==> src/hdl/lcs_pkg.sv <==
package lcs_pkg;

  localparam int unsigned DefWidth = 32;

  typedef struct packed {
    logic signed [DefWidth-1:0] coef_a;
    logic signed [DefWidth-1:0] offset_b;
    logic [DefWidth-2:0]        modulus;
  } lcs_in_t;

  typedef struct packed {
    logic                solvable;
    logic [DefWidth-2:0] root;
    logic [DefWidth-2:0] period;
  } lcs_out_t;

endpackage

==> src/hdl/lcs_div.sv <==
module lcs_div #(
  parameter int unsigned W = lcs_pkg::DefWidth
) (
  input  logic         clk,
  input  logic         rst,
  input  logic         start,
  input  logic [W-1:0] dividend,
  input  logic [W-1:0] divisor,
  output logic         busy,
  output logic         done,
  output logic [W-1:0] quot,
  output logic [W-1:0] rem
);
  localparam int unsigned CW = $clog2(W + 1);

  logic [CW-1:0] count;
  logic [W-1:0]  dvs;
  logic [W:0]    trial;

  // restoring division, one quotient bit a cycle
  assign trial = {rem, quot[W-1]} - {1'b0, dvs};

  always_ff @(posedge clk) begin
    if (rst) begin
      busy  <= 1'b0;
      done  <= 1'b0;
      count <= '0;
    end else begin
      done <= 1'b0;
      if (start && !busy) begin
        busy  <= 1'b1;
        count <= CW'(W);
        quot  <= dividend;
        rem   <= '0;
        dvs   <= divisor;
      end else if (busy) begin
        if (trial[W]) begin
          rem  <= {rem[W-2:0], quot[W-1]};
          quot <= {quot[W-2:0], 1'b0};
        end else begin
          rem  <= trial[W-1:0];
          quot <= {quot[W-2:0], 1'b1};
        end
        count <= count - 1'b1;
        if (count == CW'(1)) begin
          busy <= 1'b0;
          done <= 1'b1;
        end
      end
    end
  end

  assert property (@(posedge clk) disable iff (rst) done |-> !busy)
    else $error("divider done while busy");
  assert property (@(posedge clk) disable iff (rst) (start && !busy) |=> busy)
    else $error("divider did not start");
  assert property (@(posedge clk) disable iff (rst) busy && count == CW'(1) |=> done)
    else $error("divider missed done");
endmodule

==> src/hdl/lcs_seq.sv <==
module lcs_seq #(
  parameter int unsigned W = lcs_pkg::DefWidth
) (
  input  logic                clk,
  input  logic                rst,
  input  logic                go,
  input  logic signed [W-1:0] a_in,
  input  logic signed [W-1:0] b_in,
  input  logic [W-2:0]        m_in,
  output logic                running,
  output logic                fin,
  output logic                sol,
  output logic [W-2:0]        root_out,
  output logic [W-2:0]        per_out
);
  import lcs_pkg::*;

  localparam logic [3:0] S_IDLE = 4'd0, S_RA = 4'd1, S_RB = 4'd2, S_GCD = 4'd3,
                         S_CHK = 4'd4, S_PER = 4'd5, S_INV = 4'd6, S_INVU = 4'd7,
                         S_MUL = 4'd8, S_DONE = 4'd9, S_RED = 4'd10, S_FIX = 4'd11;

  logic [3:0]   state;
  logic [W-1:0] m, ar, nb, bmag, g, p, q, r0, r1, per, acc, pw, mq;
  logic signed [W:0] t0, t1;
  logic [1:0]   red;
  logic         aneg, bneg, dstart;
  logic [W-1:0] dnd, dvs, quot, rem;
  logic         dbusy, ddone;

  lcs_div #(.W(W)) u_div (
    .clk(clk), .rst(rst), .start(dstart), .dividend(dnd), .divisor(dvs),
    .busy(dbusy), .done(ddone), .quot(quot), .rem(rem)
  );

  logic [W-1:0] amag;
  assign amag = a_in[W-1] ? W'(-a_in) : W'(a_in);
  // |t1 * quot| stays within the modulus, so the low bits carry the exact value
  logic signed [2*W+1:0] tq;
  assign tq = t1 * $signed({1'b0, quot});
  logic [W:0] addp;
  assign addp = {1'b0, acc} + {1'b0, pw};
  logic [W:0] dblp;
  assign dblp = {pw, 1'b0};

  always_ff @(posedge clk) begin
    if (rst) begin
      state  <= S_IDLE;
      dstart <= 1'b0;
      fin    <= 1'b0;
    end else begin
      dstart <= 1'b0;
      fin    <= 1'b0;
      case (state)
        S_IDLE: if (go) begin
          m <= W'(m_in); sol <= 1'b0; root_out <= '0; per_out <= '0;
          aneg <= a_in[W-1];
          bneg <= b_in[W-1];
          bmag <= b_in[W-1] ? W'(-b_in) : W'(b_in);
          if (m_in == '0) state <= S_DONE;
          else begin
            dnd <= amag; dvs <= W'(m_in); dstart <= 1'b1; state <= S_RA;
          end
        end
        S_RA: if (ddone) begin
          ar <= (aneg && rem != '0) ? m - rem : rem;
          dnd <= bmag; dvs <= m; dstart <= 1'b1; state <= S_RB;
        end
        S_RB: if (ddone) begin
          // -b mod m
          nb <= (!bneg && rem != '0) ? m - rem : rem;
          p <= m; q <= ar;
          state <= S_GCD;
        end
        S_GCD: if (!dbusy && !dstart) begin
          if (q == '0) begin
            g <= p; dnd <= nb; dvs <= p; dstart <= 1'b1; state <= S_CHK;
          end else if (ddone) begin
            p <= q; q <= rem;
          end else begin
            dnd <= p; dvs <= q; dstart <= 1'b1;
          end
        end
        S_CHK: if (ddone) begin
          if (rem != '0) state <= S_DONE;
          else begin
            nb <= quot; dnd <= m; dvs <= g; dstart <= 1'b1; state <= S_PER;
          end
        end
        S_PER: if (ddone) begin
          per <= quot; dnd <= ar; dvs <= g; dstart <= 1'b1; red <= 2'd0;
          state <= S_RED;
        end
        S_RED: if (ddone) begin
          // reduce a/g then b/g modulo per
          dnd <= quot; dvs <= per; dstart <= 1'b1; red <= red + 2'd1;
          state <= S_FIX;
        end
        S_FIX: if (ddone) begin
          if (red == 2'd1) begin
            r1 <= rem; dnd <= nb; dvs <= per; dstart <= 1'b1; red <= 2'd2;
          end else begin
            mq <= rem; r0 <= per; t0 <= '0; t1 <= (W+1)'(1); state <= S_INV;
          end
        end
        S_INV: if (!dbusy && !dstart) begin
          if (r1 == '0) begin
            pw <= t0[W] ? W'(t0 + $signed({1'b0, per})) : W'(t0);
            acc <= '0; state <= S_MUL;
          end else if (ddone) begin
            state <= S_INVU;
          end else begin
            dnd <= r0; dvs <= r1; dstart <= 1'b1;
          end
        end
        S_INVU: begin
          r0 <= r1; r1 <= rem;
          t0 <= t1;
          t1 <= t0 - $signed(tq[W:0]);
          state <= S_INV;
        end
        S_MUL: begin
          // shift-and-add modular product, one multiplier bit a cycle
          if (mq == '0) begin
            sol <= 1'b1; root_out <= (W-1)'(acc); per_out <= (W-1)'(per);
            state <= S_DONE;
          end else begin
            if (mq[0]) acc <= (addp >= {1'b0, per}) ? W'(addp - {1'b0, per}) : W'(addp);
            pw <= (dblp >= {1'b0, per}) ? W'(dblp - {1'b0, per}) : W'(dblp);
            mq <= mq >> 1;
          end
        end
        S_DONE: begin
          fin <= 1'b1; state <= S_IDLE;
        end
        default: state <= S_IDLE;
      endcase
    end
  end

  assign running = (state != S_IDLE);

  assert property (@(posedge clk) disable iff (rst) fin |-> state == S_IDLE)
    else $error("finish outside idle");
  assert property (@(posedge clk) disable iff (rst) state == S_DONE |=> fin)
    else $error("missed finish");
  assert property (@(posedge clk) disable iff (rst) state == S_IDLE && go |=> state != S_IDLE)
    else $error("did not start");
endmodule

==> src/hdl/linear_congruence_solver.sv <==
// channel  | ports                       | transfer
// input    | start, busy, in_item        | start && !busy at clk edge
// result   | done, out_item              | done high for one cycle
// solves a*x + b = 0 mod m with a shared serial divider, one quotient bit a cycle
// the work is 7 fixed divisions, up to ~45 gcd steps and as many inverse steps,
// each holding one division, then a shift-and-add multiply; a zero modulus skips it all
// rst is synchronous and returns the sequencer to idle
// busy is high from the transfer until the result strobe; the receiver cannot stall
module linear_congruence_solver (
  input  logic             clk,
  input  logic             rst,
  input  logic             start,
  input  lcs_pkg::lcs_in_t in_item,
  output logic             busy,
  output logic             done,
  output lcs_pkg::lcs_out_t out_item
);
  import lcs_pkg::*;

  logic running, fin, sol;
  logic [DefWidth-2:0] root_w, per_w;

  lcs_seq #(.W(DefWidth)) u_seq (
    .clk(clk), .rst(rst), .go(start && !busy),
    .a_in(in_item.coef_a), .b_in(in_item.offset_b), .m_in(in_item.modulus),
    .running(running), .fin(fin), .sol(sol), .root_out(root_w), .per_out(per_w)
  );

  assign busy = running;
  assign done = fin;
  assign out_item.solvable = sol;
  assign out_item.root = root_w;
  assign out_item.period = per_w;

  assert property (@(posedge clk) disable iff (rst) done |-> !busy)
    else $error("result while busy");
  assert property (@(posedge clk) disable iff (rst) done && !out_item.solvable |->
    out_item.root == '0 && out_item.period == '0)
    else $error("nonzero fields without root");
  assert property (@(posedge clk) disable iff (rst) done && out_item.solvable |->
    out_item.root < out_item.period)
    else $error("root out of range");
endmodule

==> config.mk <==
export PLATFORM = sky130hd
export DESIGN_NAME = linear_congruence_solver
export DESIGN_NICKNAME = d
export VERILOG_FILES = /design/src/hdl/lcs_pkg.sv /design/src/hdl/lcs_div.sv /design/src/hdl/lcs_seq.sv /design/src/hdl/linear_congruence_solver.sv
export SDC_FILE = /design/constraint.sdc
export NUM_CORES = 2
export LEC_CHECK = 0
export ABC_AREA = 1
export BUFFER_PORTS_ARGS = -buffer_cell sky130_fd_sc_hd__buf_2
export CAP_MARGIN = 40
export CORE_UTILIZATION = 40
export CTS_CLUSTER_SIZE = 12
export DETAILED_ROUTE_END_ITERATION = 8
export PLACE_DENSITY = 0.61
export SLEW_MARGIN = 10
export SYNTH_ARGS = -nofsm -noshare
export SYNTH_HDL_FRONTEND = slang
export SYNTH_SLANG_ARGS = --single-unit
==> constraint.sdc <==
create_clock -name clk -period 9.9 [get_ports clk]
set_input_delay 0.495 -clock clk [delete_from_list [all_inputs] [get_ports clk]]
set_output_delay 0.495 -clock clk [all_outputs]
set_load 0.005 [all_outputs]
# [Word-level counts from Yosys, hierarchy flattened]
# Index checks and enable logic that the tools add are counted.
[word_totals] register_bits=722 latch_bits=0 mem_bits_rw=0 mem_bits_ro=0 output_inout_bits=65 word_cells=263 n_memories=0
[classes] addsub=11 multipliers=1 n_div=0 n_lt_le_gt_ge=2 n_eq_ne=37 shift=0 mux=131 n_bitwise=2 reduce_logical=45
[op_table] cell="$mux W32" n=63
[op_table] cell="$pmux W32 S2" n=8
[op_table] cell="$pmux W32 S8" n=2
[op_table] cell="$mux W33" n=4
[op_table] cell="$pmux W33 S2" n=2
[op_table] cell="$mux W31" n=4
[op_table] cell="$pmux W31 S2" n=2
[op_table] cell="$logic_not A32 Y1" n=3
[op_table] cell="$ge A33 B32 Y1" n=2
[op_table] cell="$mux W4" n=16
[op_table] cell="$neg A32 Y32" n=2
[op_table] cell="$sub A32 B32 Y32" n=2
[op_table] cell="$pmux W4 S11" n=1
[op_table] cell="$add A32 B32 Y33" n=1
[op_table] cell="$mul A33 B33 Y33" n=1
[op_table] cell="$sub A33 B32 Y33" n=1
[op_table] cell="$sub A33 B33 Y33" n=1
[op_table] cell="$add A32 B32 Y32" n=1
[op_table] cell="$reduce_bool A32 Y1" n=1
[op_table] cell="$sub A31 B32 Y32" n=1
[op_table] cell="$logic_not A31 Y1" n=1
[op_table] cell="$ne A2 B2 Y1 const B" n=14
[op_table] cell="$mux W1" n=20
[op_table] cell="$reduce_and A6 Y1" n=3
[op_table] cell="other kinds (31)" n=73

# [Depth between registers and ports, before layout]
[logic_depth] ltp_word=6 mapped_depth=36 depth_no_buf=34

# [Cells and area by module]
# Synthesis repeated with hierarchy kept, for this count alone.
[hier_totals] cells_unflattened=7887 area_unflattened_um2=63812.5
[by_module_without_submodules] mod="lcs_seq" n_inst=1 cells_per_inst=6916 area_per_inst_um2=56744.4 seq_area_each_um2=18497.7
[by_module_without_submodules] mod="lcs_div" n_inst=1 cells_per_inst=968 area_per_inst_um2=7050.5 seq_area_each_um2=3042.9
[by_module_without_submodules] mod="linear_congruence_solver" n_inst=1 cells_per_inst=3 area_per_inst_um2=17.5 seq_area_each_um2=0.0

# [Worst setup path after synthesis]
# Ideal clock, no wire load.
[synth_timing] kind="reg-to-reg" start="register u_seq.state[3]" end="register u_seq.r0[0] (enable)" setup_time_ns=0.697 arrival_time_ns=8.040 t_required_ns=9.203 path_slack_ns=1.164 path_stages_with_launch=7 synth_period_minus_slack_ns=8.736 cell_sequence="dfxtp_1 -> inv_1 -> nor2_2 -> inv_1 -> nor2_1 -> nor2_1 -> nor3b_1"
[synth_between] elab_chain_cells=3 word_cells_on_any_way=6
[synth_rtl] element="start: declaration" line="lcs_seq.sv:22" rtl="logic [3:0] state;"
[synth_rtl] element="start signal: assignment" line="lcs_seq.sv:47" rtl="state <= S_IDLE;"
[synth_rtl] element="start signal: assignment" line="lcs_seq.sv:59" rtl="if (m_in == '0) state <= S_DONE;"
[synth_rtl] element="start signal: assignment" line="lcs_seq.sv:61" rtl="dnd <= amag; dvs <= W'(m_in); dstart <= 1'b1; state <= S_RA;"
[synth_rtl] element="$eq A4 B4 Y1 / $eq A4 B3 Y1 (equally long branches)" line="lcs_seq.sv:53" rtl="case (state)"
[synth_rtl] element="$ne A2 B2 Y1 (no source line) / $reduce_bool A2 Y1 (equally long branches)"
[synth_rtl] element="$reduce_and A4 Y1 (no source line) (*)"
[synth_rtl] element="end signal: assignment" line="lcs_seq.sv:116" rtl="r0 <= r1; r1 <= rem;"
[synth_rtl] element="end: declaration" line="lcs_seq.sv:23" rtl="logic [W-1:0] m, ar, nb, bmag, g, p, q, r0, r1, per, acc, pw, mq;"
# Mark *: on every way between the ends. The rest lies on a longest branch, timed or not.
# A chain may end at the register's enable or synchronous reset.

# [Final worst setup path]
[layout_timing] start="register u_seq.u_div.quot[5]" end="register u_seq.t1[32] (data pin)"
[layout_between] elab_chain_cells=3
[layout_rtl] element="start: declaration" line="lcs_div.sv:11" rtl="output logic [W-1:0] quot,"
[layout_rtl] element="start signal: assignment" line="lcs_div.sv:33" rtl="quot <= dividend;"
[layout_rtl] element="start signal: assignment" line="lcs_div.sv:39" rtl="quot <= {quot[W-2:0], 1'b0};"
[layout_rtl] element="start signal: assignment" line="lcs_div.sv:42" rtl="quot <= {quot[W-2:0], 1'b1};"
[layout_rtl] element="$mul A33 B33 Y33" line="lcs_seq.sv:39" rtl="assign tq = t1 * $signed({1'b0, quot});"
[layout_rtl] element="$sub A33 B33 Y33" line="lcs_seq.sv:118" rtl="t1 <= t0 - $signed(tq[W:0]);"
[layout_rtl] element="$pmux W33 S2" line="lcs_seq.sv:53"
[layout_rtl] element="end signal: assignment" line="lcs_seq.sv:118"
[layout_rtl] element="end: declaration" line="lcs_seq.sv:24" rtl="logic signed [W:0] t0, t1;"
# Every way passes these cells.

==> flow_summary.ini <==
[status]
outcome = completed

[route]
drt-vias-per-instance = 5.53
firstDrtPassIters = 9
wl_mm = 242
drt_iter0_drc = 6044
wire_per_inst_um = 24.4
ant_nets = 0
num_vias = 55000
drcViolationCount = 0

[die]
die_y_um = 399
io-pin-count = 163
die_area_um2 = 159000
core_um2 = 156000
rows = 145
die_x_um = 399
initial_core_util_pct = 40.3

[synth]
synthFlopType = edfxtp_1
synth_top_area_share_pct = 33.7
ys_seq_elements = 722
yosysWarnings = 0
syn_nets = 8640
ys_types = 67
postSynthAreaPerCell_um2 = 8.18
syn_area_um2 = 63100
syn_inst = 7710
synth-seq-area-share_pct = 34.1
async_flop_share_pct = 0
synth-edff-count = 708
synth_area_leader_cell = edfxtp_1
synth_area_leaders = edfxtp_1 34%, fa_1 15%, nand2_1 11%

[grt]
grt.met2_usage_pct = 47.6
globalRouteMet3Util_pct = 5.82
grt_pass1_vias = 52600
antenna_found_initial = 23
grt_use_total_pct = 30.1
grt_pass1_wl_mm = 351
use_met1_pct = 40.8
grt_max_degree = 68
grt_busiest_layer = met2
overflow = 0

[finish]
top_regs = u_seq.t0: 33 flops, u_seq.t1: 33 flops
final_common_cell = nand2_1
most-common-layout-cells = 1916 x nand2_1, 1424 x inv_1, 708 x edfxtp_1
drive_above_1_share_pct = 6.36
syn_to_final_growth_pct = 10.7
fill_cells = 15500
finalNetCount = 8744

[placed_design]
hpwl_mm = 191
place.port_buffers = 162
routabilityCongestion = 1.00

[timing]
max_freq_ghz = 0.123
hold_violations = 0
finalSetupViolCount = 0
min_period_over_period_pct = 82.1
tightest_slew_ps = 984
slew_headroom_pct = 34.4
period_needed_ps = 8130
tns_ps = 0
slew_viol_final = 0
clock_skew_ps = 71.5
rsz0062_at_grt = no

[worst_hold_path]
holdPathEnd = u_seq.m[16]
min_from = in_item[16]
hold_path_class = in2reg
min_path_cells = 1

[setup_path]
r2r-end = u_seq.t1[32]
rr_worst_depth = 24
cp-startpoint = u_seq.u_div.quot[5]
path_cells = buf_4 -> nand2_1 -> inv_1 -> fa_1 -> fa_1 -> inv_1 -> fa_1 -> inv_1 -> fa_1 -> fa_1 -> inv_1 -> fa_1 -> fa_1 -> inv_1 -> fa_1 -> inv_1 -> ha_1 -> nand2_1 -> nor4_1 -> nand3b_1 -> o211ai_1 -> a21oi_1 -> a21oi_1 -> nor2_1
r2r_slack_ps = 1770
cp_slowest_stage_delay_ps = 910
cpMostUsedCell = fa_1
critPathLaunchType = flop
cp_max_fo = 21
crit_path_top_delay_cell = edfxtp_1
timing.rr.start = u_seq.u_div.quot[5]
cp.required_ps = 10360
critPathCaptureType = flop
crit_type = reg2reg
arrival_ps = 8590

[clocking]
cts_tree = yes
clk_latency_ps = 750
path_clk_slew_ps = 60
cts_inserted_buffers = 87
cts_root_buffer = clkbuf_16
clockBufferDepth = 3
clock_sinks = 722
htreeDepth = 3

[flow_run]
cap_violations = 0
[cell families (layout without fill, tap and decap cells)]
family	count (synthesis)	count (layout)	synth area share, %
and+or+nand+nor	3108	3108	20.3
buffers and inverters	1734	1911	10.6
AOI/OAI and AO/OA	1145	1145	10.5
adders and majority gates	832	832	22.2
DFF	722	722	34.1
xor gates and xnor gates	169	169	2.35
other	0	4	0
[worst max-delay path, delay by kind of cell (launching register included)]
| kind | cells | cell delay [ps] |
|---|---|---|
| adder cells (fa/ha/maj) | 9 | 4210 |
| AND/OR/NAND/NOR | 5 | 990 |
| AO/OA/AOI/OAI | 3 | 990 |
| flip-flops | 1 | 910 |
| buffers and inverters | 7 | 770 |
[repair_timing]
item                                   CTS  global route
hold buffers                            26             0
endpoints found under the hold margin   26             0
buffers inserted                         0             0
gates resized for setup                  0             0
[cell usage after synthesis, types with 31 or more instances]
master,instances
a221oi_1,34
clkbuf_1,207
nand3_1,274
buf_2,37
nand2_1,1917
nor3_1,60
edfxtp_1,708
xor2_1,104
xnor2_1,65
ha_1,356
nor4_1,49
inv_1,1426
o21bai_1,34
buf_1,33
o21ai_0,462
fa_1,476
a21oi_1,341
o211ai_1,31
nand3b_1,51
nor2_1,632
nand4_1,80
a31oi_1,45
[metrics by stage]
stage                     utilization [%]  hold slack (ps)  worst slack [ps]  area [µm²]  cells
after floorplan                         -              400              1160       63100   7710
after global placement               42.3              402              1750       66100   9731
after detailed placement             42.6              405              1950       66600   9756
after CTS                            44.7            0.294              1890       69800   9944
after global routing                 44.7             7.13              1430       69900   9945
final                                44.7             30.6              1770       69900   9949
[routing by layer]
metal  vias up  part of all wire (%)  wire, µm
met5         -                 0.026        64
met3       422                   9.5     23100
met1     26900                    41     99300
met2      2675                    45    109000
li1      25000                     -         -
met4        12                   4.4     10700
[worst max-delay path by stage]
stage,to,cells after the start
finish,u_seq.t1[32],24
global route,u_seq.t1[32],24
CTS,u_seq.t1[32],22
detailed placement,u_seq.t1[32],22
global placement,u_seq.t1[32],22
floorplan,u_seq.r0[0],6
[layout make-up]
class	count	area [µm²]	share of cell area, %
sequential	722	21500	30.8
timing repair buffer	309	2300	3.30
tap	2058	2570	3.69
clock inverter	59	692	0.990
inverter	1440	5410	7.74
antenna	4	10.0	0.0143
multi-input combinational	5254	35100	50.2
clock buffer	103	2260	3.23
Power is left out: the tool's default activity adds up to more than one toggle a clock period on the data nets, which glitch-free logic cannot reach.
